**config.mk**
```make
export PLATFORM = sky130hd
export DESIGN_NAME = mcdl_ram
export DESIGN_NICKNAME = d
export VERILOG_FILES = /design/src/mcdl_ram.sv
export SDC_FILE = /design/constraint.sdc
export NUM_CORES = 2
export LEC_CHECK = 0
export ABC_CLOCK_PERIOD_IN_PS = 4300
export BUFFER_PORTS_ARGS = -buffer_cell sky130_fd_sc_hd__buf_4
export CAP_MARGIN = 20
export CORE_MARGIN = 1.5
export CORE_UTILIZATION = 30
export CTS_CLUSTER_DIAMETER = 200
export CTS_CLUSTER_SIZE = 10
export DETAILED_ROUTE_END_ITERATION = 6
export GPL_TIMING_DRIVEN = 1
export PLACE_DENSITY = 0.45
export SETUP_SLACK_MARGIN = 0.5
export SLEW_MARGIN = 20
export SYNTH_ARGS = -nofsm -noshare
export SYNTH_HDL_FRONTEND = slang
export SYNTH_SLANG_ARGS = --single-unit
```
**constraint.sdc**
```tcl
create_clock -name clock -period 4.3 [get_ports clock]
set_clock_uncertainty 0.05 [all_clocks]
set_input_delay 0.86 -clock clock [delete_from_list [all_inputs] [get_ports clock]]
set_output_delay 0.86 -clock clock [all_outputs]
set_load 0.01 [all_outputs]
```
**src/mcdl_ram.sv**
```systemverilog
// Generic single-clock RAM: one write port, one read port with registered read data.
// Read-first on a same-address collision. No dependencies.
`timescale 1ns / 1ps

module mcdl_ram #(
   parameter int WIDTH = 8,
   parameter int DEPTH = 256
) (
   input  logic                                          clock,
   input  logic                                          wr_en,
   input  logic [((DEPTH > 1) ? $clog2(DEPTH) : 1)-1:0]  wr_addr,
   input  logic [WIDTH-1:0]                              wr_data,
   input  logic                                          rd_en,
   input  logic [((DEPTH > 1) ? $clog2(DEPTH) : 1)-1:0]  rd_addr,
   output logic [WIDTH-1:0]                              rd_data
);

   logic [WIDTH-1:0] mem_ff [DEPTH];
   logic [WIDTH-1:0] rd_data_ff;

   // Read old contents, then write
   always_ff @(posedge clock) begin
      if (rd_en) begin
         rd_data_ff <= mem_ff[rd_addr];
      end
      if (wr_en) begin
         mem_ff[wr_addr] <= wr_data;
      end
   end

   assign rd_data = rd_data_ff;

endmodule

```
==> results.json <==
{
  "grt_busiest_layer": "met2",
  "synth_area_sq_um": 79640,
  "place_congestion": 0.7952,
  "area_growth_pct": 15.46,
  "fin_cells": 7621,
  "p_comb_share_pct": 5.3,
  "overflow": 0,
  "crit_required_ps": 4860,
  "yosys-top-cells-count": "2056 x edfxtp_1, 454 x mux4_2, 282 x nor2_1, 134 x mux2i_1, 133 x a22oi_1",
  "post_cts_resized": 0,
  "cts.sinks": 2056,
  "arrival_ps": 3970,
  "io_pins": 35,
  "place_hpwl_microns": 140000,
  "first_pass_iters": 6,
  "hold_viol_final": 0,
  "rsz0062_at_grt": "no",
  "grt_max_degree": 112,
  "synthArstFlopShare_pct": 0,
  "cts_buffers": 223,
  "cts_buffer_depth": 3,
  "vdd_ir_drop_max_mv": 0.4643,
  "setup_ws_ps": 895.4,
  "die_area_sq_um": 268600,
  "cts_max_level": 4,
  "die_x_microns": 518.2,
  "root_buffer": "clkbuf_16",
  "cp-start-kind": "input port",
  "ys_seq_area_share_pct": 77.53,
  "period_minus_slack_ps": 3405,
  "viasPerCell": 5.085,
  "clk_pin_slew_worst_paths_ps": 60,
  "use_met2_pct": 26.96,
  "floorplan.die.height_microns": 518.2,
  "synthFlopType": "edfxtp_1",
  "drt_iter0_drc": 4193,
  "wl_per_cell_microns": 29.58,
  "syn_inst": 3733,
  "fin_crit_sh_pct": 79.18,
  "routed_wirelength_microns": 225400,
  "yosysWarnings": 0,
  "placed_cell_area_sq_um": 86050,
  "coreArea_sq_um": 263200,
  "grt_use_met3_pct": 2.482,
  "grtUsageMet1_pct": 23.63,
  "cp_max_fo": 15,
  "yosys.area.top_type": "edfxtp_1",
  "syn_avg_cell_area_sq_um": 21.33,
  "internal_power_uw": 32100,
  "yosysTopAreaCellShare_pct": 77.53,
  "grt_util_all_layers_pct": 16.60,
  "power.density_nw_per_um2": 446.3,
  "synth-seq-cells": 2056,
  "drv_slew": 0,
  "post_cts_buffers": 0,
  "drc_errors": 0,
  "start_util_pct": 30.25,
  "portBuffers": 34,
  "worst_pin_slew_ps": 1065,
  "status": "complete, no violations",
  "drive_gt1_share_pct": 26.46,
  "p_clk_share_pct": 40.7,
  "r2r_start": "mem_ff[83][5]",
  "dpl.cell_count": 7382,
  "fin_nets": 4119,
  "maxCapViolations": 0,
  "synth_cell_types": 54,
  "maxSlewHeadroom_pct": 29.00,
  "cellLeakagePower_uw": 0.02823,
  "hold_path.startpoint": "rd_en",
  "synth.area.top_cells": "edfxtp_1 78%, mux4_2 13%, mux2i_1 1.7%",
  "pwr-share-seq_pct": 54.0,
  "finalInstanceArea_sq_um": 91950,
  "clkLatencyLatePin_ps": 870,
  "dpl_worst_slack_ps": -106.6,
  "grt_pass1_wl_microns": 317600,
  "vias": 38750,
  "fmax_mhz": 293.7,
  "ant_nets": 0,
  "cts_tree": "yes",
  "crit_path_end_kind": "flip-flop",
  "tns_ps": 0,
  "critical_path_class": "in2reg",
  "synth_edf_count": 2056,
  "hp-class": "in2reg",
  "holdBufCountCts": 0,
  "crit_start": "rd_addr[0]",
  "switchingPower_uw": 8932,
  "swShare_pct": 21.77,
  "yosysMostFrequentCell": "edfxtp_1",
  "grt_pass1_vias": 39771,
  "num_rows": 188,
  "antenna_found_initial": 24,
  "syn-num-nets": 3760,
  "setup_violations": 0
}
[layout make-up]
| type | instances | area, sq um |
|---|---|---|
| Fill cell | 24432 | 171300 |
| Sequential cell | 2056 | 61740 |
| Multi-Input combinational cell | 1442 | 16530 |
| Clock buffer | 224 | 5605 |
| Tap cell | 3515 | 4398 |
| Timing Repair Buffer | 367 | 3381 |
| Clock inverter | 13 | 286.5 |
| Inverter | 2 | 7.507 |
| Antenna cell | 2 | 5.005 |
[worst paths after layout]
kind	cells past startpoint	endpoint	slack (ps)
worst min-delay path	1	rd_data[7]	300
worst min register to register	7	rd_data[3]	1150
worst max register to register	7	rd_data[5]	1240
worst max-delay path	10	rd_data[6]	900
[worst max-delay path: stages]
cell and delay (ps):
buf_8 210, buf_12 240, buf_12 210, buf_12 190, mux4_2 510, a22oi_1 280, a21oi_1 240, nor4_1 890
buf_4 240, nor4_2 40
[state kept, by name, indices dropped and copies added, names as in the netlist]
| register | flops |
|---|---|
| mem_ff | 2048 |
| rd_data | 8 |
[per-stage QoR]
step | total power, uW | hold slack [ps] | util, %
floorplan | 23620 | 814.2 | -
global placement | 24790 | 1093 | 32.69
detailed placement | 24800 | 1102 | 32.69
CTS | 41510 | 243.2 | 34.93
global route | 42260 | 256.0 | 34.93
finish | 41030 | 302.1 | 34.93
[logic make-up (layout without fill, tap and decap cells)]
logic type             count (synthesis)  count (layout)  synth area share (%)
DFF                                 2056            2056                 77.53
muxes                                591             591                 14.60
and+or+nand+nor                      466             466                 2.625
AOI/OAI and AO/OA                    385             385                 3.416
buffers and inverters                235             606                 1.829
other                                  0               2                     0
[metal layers]
| layer | wire length (microns) | vias to the layer above |
|---|---|---|
| li1 | - | 16298 |
| met1 | 101600 | 21166 |
| met2 | 109000 | 996 |
| met3 | 10740 | 284 |
| met4 | 4104 | 6 |
| met5 | 34 | - |
[power by group through the flow]
stage	Clock, uW	Combinational, uW	Sequential (uW)
after floorplan	0	1070	22500
after global placement	0	2230	22600
after detailed placement	0	2240	22600
after CTS	17100	2240	22200
after global routing	17800	2320	22100
final	16700	2190	22200
[cell usage in the layout (no fill, tap or decap), types with 3 or more instances in the layout]
cell | Yosys | layout
a211oi_1 | 16 | 16
a21oi_1 | 96 | 96
a221oi_1 | 13 | 13
a22o_1 | 8 | 8
a22oi_1 | 133 | 133
and2_1 | 6 | 5
buf_12 | 8 | 44
buf_4 | 27 | 313
buf_8 | 13 | 10
clkbuf_16 | 0 | 224
clkinv_16 | 0 | 5
clkinv_8 | 0 | 3
edfxtp_1 | 2056 | 2056
mux2i_1 | 134 | 134
mux4_2 | 454 | 454
nand2_1 | 33 | 33
nand2b_1 | 8 | 8
nand3_1 | 34 | 27
nand3_2 | 0 | 7
nand4_1 | 10 | 10
nor2_1 | 282 | 279
nor2_4 | 0 | 3
nor2b_1 | 31 | 28
nor2b_4 | 0 | 3
nor3_1 | 22 | 22
nor4_1 | 24 | 24
nor4_2 | 3 | 3
o211ai_1 | 10 | 10
o21ai_0 | 10 | 10
o221ai_1 | 46 | 46
o22a_1 | 5 | 5
o22ai_1 | 28 | 28
o32ai_1 | 4 | 4
or2_2 | 4 | 4
No activity file was read; power rests on OpenSTA's default activity.
