==> config.mk <==
export PLATFORM = sky130hd
export DESIGN_NAME = mcdl_core_flat
export DESIGN_NICKNAME = d
export VERILOG_FILES = /design/src/mcdl_pkg.sv /design/src/mcdl_if.sv /design/src/mcdl_core.sv /design/src/flat_wrapper.sv
export SDC_FILE = /design/constraint.sdc
export NUM_CORES = 1
export LEC_CHECK = 0
export BUFFER_PORTS_ARGS = -buffer_cell sky130_fd_sc_hd__buf_2
export CORE_MARGIN = 5
export CORE_UTILIZATION = 43
export CTS_CLUSTER_SIZE = 10
export DETAILED_ROUTE_END_ITERATION = 12
export GPL_ROUTABILITY_DRIVEN = 0
export SLEW_MARGIN = 20
export SYNTH_ARGS = -nofsm -noshare
export SYNTH_HDL_FRONTEND = slang
export SYNTH_SLANG_ARGS = --single-unit
==> constraint.sdc <==
create_clock -name clock -period 6.18 [get_ports clock]
set_input_delay 1.236 -clock clock [delete_from_list [all_inputs] [get_ports clock]]
set_output_delay 1.236 -clock clock [all_outputs]
set_load 0.05 [all_outputs]
==> src/mcdl_pkg.sv <==
// Package for the deinterlace line merge: widths, codes and the stage payload type.
// Depends on nothing; every other file of the block but mcdl_ram takes names from here by scope.
`timescale 1ns / 1ps

package mcdl_pkg;

   // Column line store depth
   localparam int MAX_WIDTH = 2048;

   localparam int COL_W  = 11;
   localparam int PIX_W  = 8;
   localparam int DIFF_W = PIX_W + 1;
   localparam int SUM_W  = DIFF_W + 1;
   localparam int NUM_W  = SUM_W + 1;
   localparam int ADDR_W = (MAX_WIDTH > 1) ? $clog2(MAX_WIDTH) : 1;
   localparam int COL_EXT_W = ADDR_W + COL_W;
   localparam int PIX_MAX = 255;

   // Command codes
   localparam logic CMD_PRIME  = 1'b0;
   localparam logic CMD_INTERP = 1'b1;

   // adjust_mode codes
   localparam logic MODE_MINOR  = 1'b0;
   localparam logic MODE_NORMAL = 1'b1;

   // Interpolate word after the line store read has been issued
   typedef struct packed {
      logic [PIX_W-1:0]  mc_pixel;
      logic [DIFF_W-1:0] d1;
      logic              in_range;
   } mcdl_s1_type;

endpackage

==> src/mcdl_if.sv <==


interface mcdl_rsp_if;
   logic                       valid;
   logic                       ready;
   logic [mcdl_pkg::PIX_W-1:0] pixel_out;

   modport source (output valid, pixel_out, input ready);
   modport sink (input valid, pixel_out, output ready);
endinterface

==> src/mcdl_core.sv <==
// Correction pipeline: sum and magnitudes, damped numerator, halve-subtract-clamp.
// Depends on mcdl_pkg and mcdl_rsp_if; fed by the line store stage of the top level.
`timescale 1ns / 1ps

module mcdl_core (
   input  logic                        clock,
   input  logic                        reset,
   input  logic                        adjust_mode,
   input  logic                        in_valid,
   output logic                        in_ready,
   input  mcdl_pkg::mcdl_s1_type       in_data,
   input  logic [mcdl_pkg::DIFF_W-1:0] d0_raw,
   mcdl_rsp_if.source                  rsp_ch
);

   localparam int DIFF_W = mcdl_pkg::DIFF_W;
   localparam int SUM_W  = mcdl_pkg::SUM_W;
   localparam int NUM_W  = mcdl_pkg::NUM_W;
   localparam int PIX_W  = mcdl_pkg::PIX_W;

   // Stage registers
   logic                     s2_valid_ff, s3_valid_ff, out_valid_ff;
   logic [PIX_W-1:0]         s2_mc_ff, s3_mc_ff;
   logic signed [SUM_W-1:0]  s2_sum_ff, s2_sum_in;
   logic [PIX_W-1:0]         s2_a0_ff, s2_a0_in, s2_a1_ff, s2_a1_in;
   logic signed [NUM_W-1:0]  s3_num_ff, s3_num_in;
   logic [PIX_W-1:0]         out_pixel_ff, out_pixel_in;

   logic                     s2_take, s3_take, out_take;
   logic signed [DIFF_W-1:0] d0, d1;
   logic [PIX_W-1:0]         gap;
   logic signed [NUM_W-1:0]  half_gap, sum_x, num_adj, corr, val;

   // Each stage moves on when the one ahead is empty or moving
   assign out_take = !out_valid_ff || rsp_ch.ready;
   assign s3_take  = !s3_valid_ff || out_take;
   assign s2_take  = !s2_valid_ff || s3_take;
   assign in_ready = s2_take;

   // Stage 2: select d0, form sum and magnitudes
   always_comb begin
      d0 = in_data.in_range ? $signed(d0_raw) : '0;
      d1 = $signed(in_data.d1);
      s2_sum_in = SUM_W'(d0) + SUM_W'(d1);
      s2_a0_in = d0[DIFF_W-1] ? PIX_W'(-d0) : PIX_W'(d0);
      s2_a1_in = d1[DIFF_W-1] ? PIX_W'(-d1) : PIX_W'(d1);
   end

   // Stage 3: numerator of the correction
   always_comb begin
      gap = (s2_a0_ff >= s2_a1_ff) ? (s2_a0_ff - s2_a1_ff) : (s2_a1_ff - s2_a0_ff);
      half_gap = $signed(NUM_W'(gap >> 1));
      sum_x = NUM_W'(s2_sum_ff);
      if (adjust_mode == mcdl_pkg::MODE_NORMAL) begin
         s3_num_in = sum_x;
      end else if (s2_sum_ff > 0) begin
         s3_num_in = sum_x - half_gap;
      end else begin
         s3_num_in = sum_x + half_gap;
      end
   end

   // Output stage: halve toward zero, subtract, clamp
   always_comb begin
      num_adj = s3_num_ff + $signed(NUM_W'(s3_num_ff[NUM_W-1]));
      corr = num_adj >>> 1;
      val = $signed(NUM_W'(s3_mc_ff)) - corr;
      if (val < 0) begin
         out_pixel_in = '0;
      end else if (val > $signed(NUM_W'(mcdl_pkg::PIX_MAX))) begin
         out_pixel_in = PIX_W'(mcdl_pkg::PIX_MAX);
      end else begin
         out_pixel_in = val[PIX_W-1:0];
      end
   end

   // Advance valid bits
   always_ff @(posedge clock) begin
      if (reset) begin
         s2_valid_ff  <= 1'b0;
         s3_valid_ff  <= 1'b0;
         out_valid_ff <= 1'b0;
      end else begin
         if (s2_take) begin
            s2_valid_ff <= in_valid;
         end
         if (s3_take) begin
            s3_valid_ff <= s2_valid_ff;
         end
         if (out_take) begin
            out_valid_ff <= s3_valid_ff;
         end
      end
   end

   // Advance payload, hold on stall
   always_ff @(posedge clock) begin
      if (s2_take && in_valid) begin
         s2_mc_ff  <= in_data.mc_pixel;
         s2_sum_ff <= s2_sum_in;
         s2_a0_ff  <= s2_a0_in;
         s2_a1_ff  <= s2_a1_in;
      end
      if (s3_take && s2_valid_ff) begin
         s3_mc_ff  <= s2_mc_ff;
         s3_num_ff <= s3_num_in;
      end
      if (out_take && s3_valid_ff) begin
         out_pixel_ff <= out_pixel_in;
      end
   end

   assign rsp_ch.valid     = out_valid_ff;
   assign rsp_ch.pixel_out = out_pixel_ff;

endmodule

==> src/flat_wrapper.sv <==
// flat-port wrapper written by rule: the top's interface ports become plain ports
module mcdl_core_flat 
  (clock, reset, adjust_mode, in_valid, in_ready, in_data, d0_raw, rsp_ch_valid, rsp_ch_pixel_out, rsp_ch_ready);
  mcdl_rsp_if rsp_ch_i ();
  input  logic clock;
  input  logic reset;
  input  logic adjust_mode;
  input  logic in_valid;
  output logic in_ready;
  input  mcdl_pkg::mcdl_s1_type in_data;
  input  logic [mcdl_pkg::DIFF_W-1:0] d0_raw;
  output wire logic [$bits(rsp_ch_i.valid)-1:0] rsp_ch_valid;
  output wire logic [$bits(rsp_ch_i.pixel_out)-1:0] rsp_ch_pixel_out;
  input wire logic [$bits(rsp_ch_i.ready)-1:0] rsp_ch_ready;
  assign rsp_ch_valid = rsp_ch_i.valid;
  assign rsp_ch_pixel_out = rsp_ch_i.pixel_out;
  assign rsp_ch_i.ready = rsp_ch_ready;
  mcdl_core u_core (.clock(clock), .reset(reset), .adjust_mode(adjust_mode), .in_valid(in_valid), .in_ready(in_ready), .in_data(in_data), .d0_raw(d0_raw), .rsp_ch(rsp_ch_i));
endmodule
==> impl_results.md <==
- N_diodes: 0
- CTS buffer count: 9
- CTS resizes: 0
- Average wire per standard cell: 14.1 um
- Area growth syn-to-layout: 11.2%
- Final setup violation count: 0
- PD cells: about 310 nW/um^2
- Worst-Skew Late Latency: around 0.33 ns
- Primary FF master, synth: edfxtp_1
- Critical path class: reg -> reg
- Synth area leader: edfxtp_1
- Post-synth ARST share: 0%
- DR pass1 iterations: 4
- Antenna Nets Post-Route: 0
- Max-slew headroom: roughly 29%
- Final Critical Period: between 5 and 6 ns
- Share of the synthesized area in the top cell type: 38.7%
- Port-buffer cells: roughly 40
- Mean area per synthesized cell: 10.4 sq um
- Die span in y: about 110 um
- CTS tree: yes
- Worst Path Arrival: between 5 and 6 ns
- Placed cell count: between 600 and 700
- Crit-path max FO: 11
- Initial antenna violation count: 0
- Commonest cells post-synth: edfxtp_1 (61), ha_1 (47), inv_1 (42), a21oi_1 (34), xnor2_1 (33)
- IO Count: between 40 and 50
- Multi-input gate area: around 2600 sq um
- Distinct cell type count after synthesis: 61
- Die Area: roughly 13,000 sq um
- CTS Buffer Depth: 2
- Share of cells above drive strength 1: approximately 15%
- Crit share post-route: about 86%
- Vias per std cell: 5.19
- Unrepaired setup endpoints after global routing: no
- Vias in the first global route: between 3,000 and 4,000
- Hold Vio Cnt, Final: 0
- Drc violations: 0
- Setup crit end kind: flop
- Global route total overflow: 0
- Hold Buf Count CTS: 0
- Setup Total Neg Slack: 0 ns
- Clock sinks: 64
- FILL cells: 1,026
- Storage cell area: ~1900 sq um
- Total wire length: 9080 um
- Post-synth net total: 540
- Clock root cell: clkbuf_8
- Max Transition Viols Final: 0
- Post-Synthesis Cells: around 460
- Worst IR Drop VDD: between 0.0001 and 0.00015 V
- Post-CTS setup buffer count: 0
- Worst hold path class: reg -> reg
- Dpl hpwl: between 7000 and 8000 um
- Critical path required time: between 6 and 7 ns
- Worst Clk Skew: roughly 0.014 ns
- Register bit total from synthesis: 64
- Startpoint types: flop
- First-pass GRT wire length: ~15,000 um
- Initial core utilization: a little over two fifths
- H-Tree Depth: 3
- Fmax: around 0.19 GHz
- Seq/Total Area, Yosys: approximately 40%
- Core area: between 10,000 and 15,000 sq um
- Worst Max-Slew Pin Slew: between 1 and 1.5 ns
- Number of synthesis warnings: 0
- Layout Nets: between 500 and 600
- Pin count of the biggest net entering global routing: 35
- Synth Cell Area: roughly 4700 sq um
- Static Leakage: about 2.2 nW
- GRT Util Overall: between 10% and 20%
- Layout Cells excl Fill: between 600 and 700
- CTS clk-pin slew, worst paths: roughly 0.070 ns
- Starting DRC count in detailed routing: 155
- Row count: 38
- Largest cells by area after synthesis: edfxtp_1 (39%), ha_1 (12%), xnor2_1 (6.1%)
- Status: finished clean
- Total vias in the final route: 3,345
- EDFF count, synth: around 60
- Die Wd: around 110 um
- Most frequent cell after synthesis: edfxtp_1
- Max Cap Viol: 0
-- final timing paths --
path | start | to | slack (ns) | cells after the start
worst min-delay path | u_core.s2_mc_ff[7] | u_core.s3_mc_ff[7] | 0.42 | 0
worst max-delay path | u_core.s2_a0_ff[3] | u_core.s3_num_ff[10] | 0.88 | 18
worst min register to register | u_core.s2_mc_ff[7] | u_core.s3_mc_ff[7] | 0.42 | 0
worst max register to register | u_core.s2_a0_ff[3] | u_core.s3_num_ff[10] | 0.88 | 18
-- per-layer routing --
metal	share of wire, %	track usage [%]	vias up
li1	-	-	1730
met1	46	19.1	1544
met5	0	0	-
met2	48	25.1	61
met4	1.4	4.46	0
met3	4.3	2.21	10
-- critical path, stage by stage, from the launching register on --
cell and delay (ns):
edfxtp_1 0.40, ha_1 0.46, a21oi_2 0.32, a31oi_4 0.14, nor3_4 0.40, mux2i_1 0.26, xnor2_1 0.17, inv_1 0.07
ha_1 0.26, mux2_2 0.29, fa_1 0.43, a21o_1 0.17, a21oi_1 0.22, o21bai_1 0.12, a2111oi_0 0.62, o41ai_1 0.26
nor2b_1 0.18, mux2_1 0.29, nor2_1 0.10
-- placed cells by master, fill, tap and decap left out, types with 3 or more instances in the layout --
cell type | netlist | final
xnor2_1 | 33 | 33
nand2_1 | 27 | 27
mux2_2 | 4 | 4
a31oi_1 | 7 | 6
o21bai_1 | 6 | 6
buf_2 | 1 | 41
a21oi_1 | 34 | 34
a21boi_0 | 5 | 4
nor2b_1 | 8 | 8
o311ai_0 | 3 | 3
and3_1 | 3 | 3
mux2i_1 | 5 | 5
nor2_1 | 15 | 15
dfxtp_1 | 3 | 3
o21ai_0 | 23 | 23
o31ai_1 | 5 | 5
inv_1 | 42 | 42
and2_1 | 16 | 16
edfxtp_1 | 61 | 61
nand3_1 | 9 | 9
clkbuf_1 | 5 | 4
nand4_1 | 4 | 4
nor3_1 | 5 | 5
nand2b_1 | 10 | 10
a21o_1 | 9 | 9
xor2_1 | 15 | 15
fa_1 | 5 | 5
nand3b_1 | 3 | 3
a211oi_1 | 3 | 3
or3_1 | 4 | 4
clkbuf_8 | 1 | 9
ha_1 | 47 | 47
-- cells by family (layout without fill, tap and decap cells) --
group / after synthesis / after routing / synth area share, %
compound gates: 111 / 111 / 15.2
xor+xnor: 48 / 48 / 8.89
fa+ha+maj: 52 / 52 / 14.6
buf+inv: 51 / 99 / 4.60
flops: 64 / 64 / 40.0
mux: 10 / 10 / 2.25
simple gates: 120 / 120 / 14.5
-- cell type report --
cell class | count | area share, %
flip-flops and latches | 64 | 36.0
inverters | 42 | 3.00
clock buffers | 13 | 2.64
multi-input cells | 341 | 50.3
repair buffers | 41 | 3.90
well taps | 140 | 3.33
clock inverters | 3 | 0.833
-- registers in the layout, indices dropped and copies added (netlist names) --
signal                   cells
u_core.s3_valid_ff           1
u_core.s2_a0_ff              8
u_core.s2_mc_ff              8
u_core.s3_num_ff            11
u_core.s2_sum_ff            10
u_core.s2_valid_ff           1
u_core.rsp_ch.valid          1
u_core.s2_a1_ff              8
u_core.rsp_ch.pixel_out      8
u_core.s3_mc_ff              8
-- per-stage QoR --
stage,hold WS [ns],instance area [sq um],util (%),power [mW],worst slack [ns]
after floorplan,0.400,4730,-,1.16,1.40
after global placement,0.405,5070,47.0,1.29,1.09
after detailed placement,0.408,5070,47.0,1.31,0.892
after CTS,0.425,5250,48.6,1.65,0.875
after global routing,0.430,5260,48.7,1.76,0.472
final,0.422,5260,48.7,1.63,0.884
-- report_power, final --
| group | switching [mW] | total [mW] | internal [mW] |
|---|---|---|---|
| logic | 0.395 | 0.709 | 0.314 |
| clock network | 0.152 | 0.339 | 0.187 |
| registers | 0.0327 | 0.582 | 0.549 |
Power figures use the tool's default switching activity.
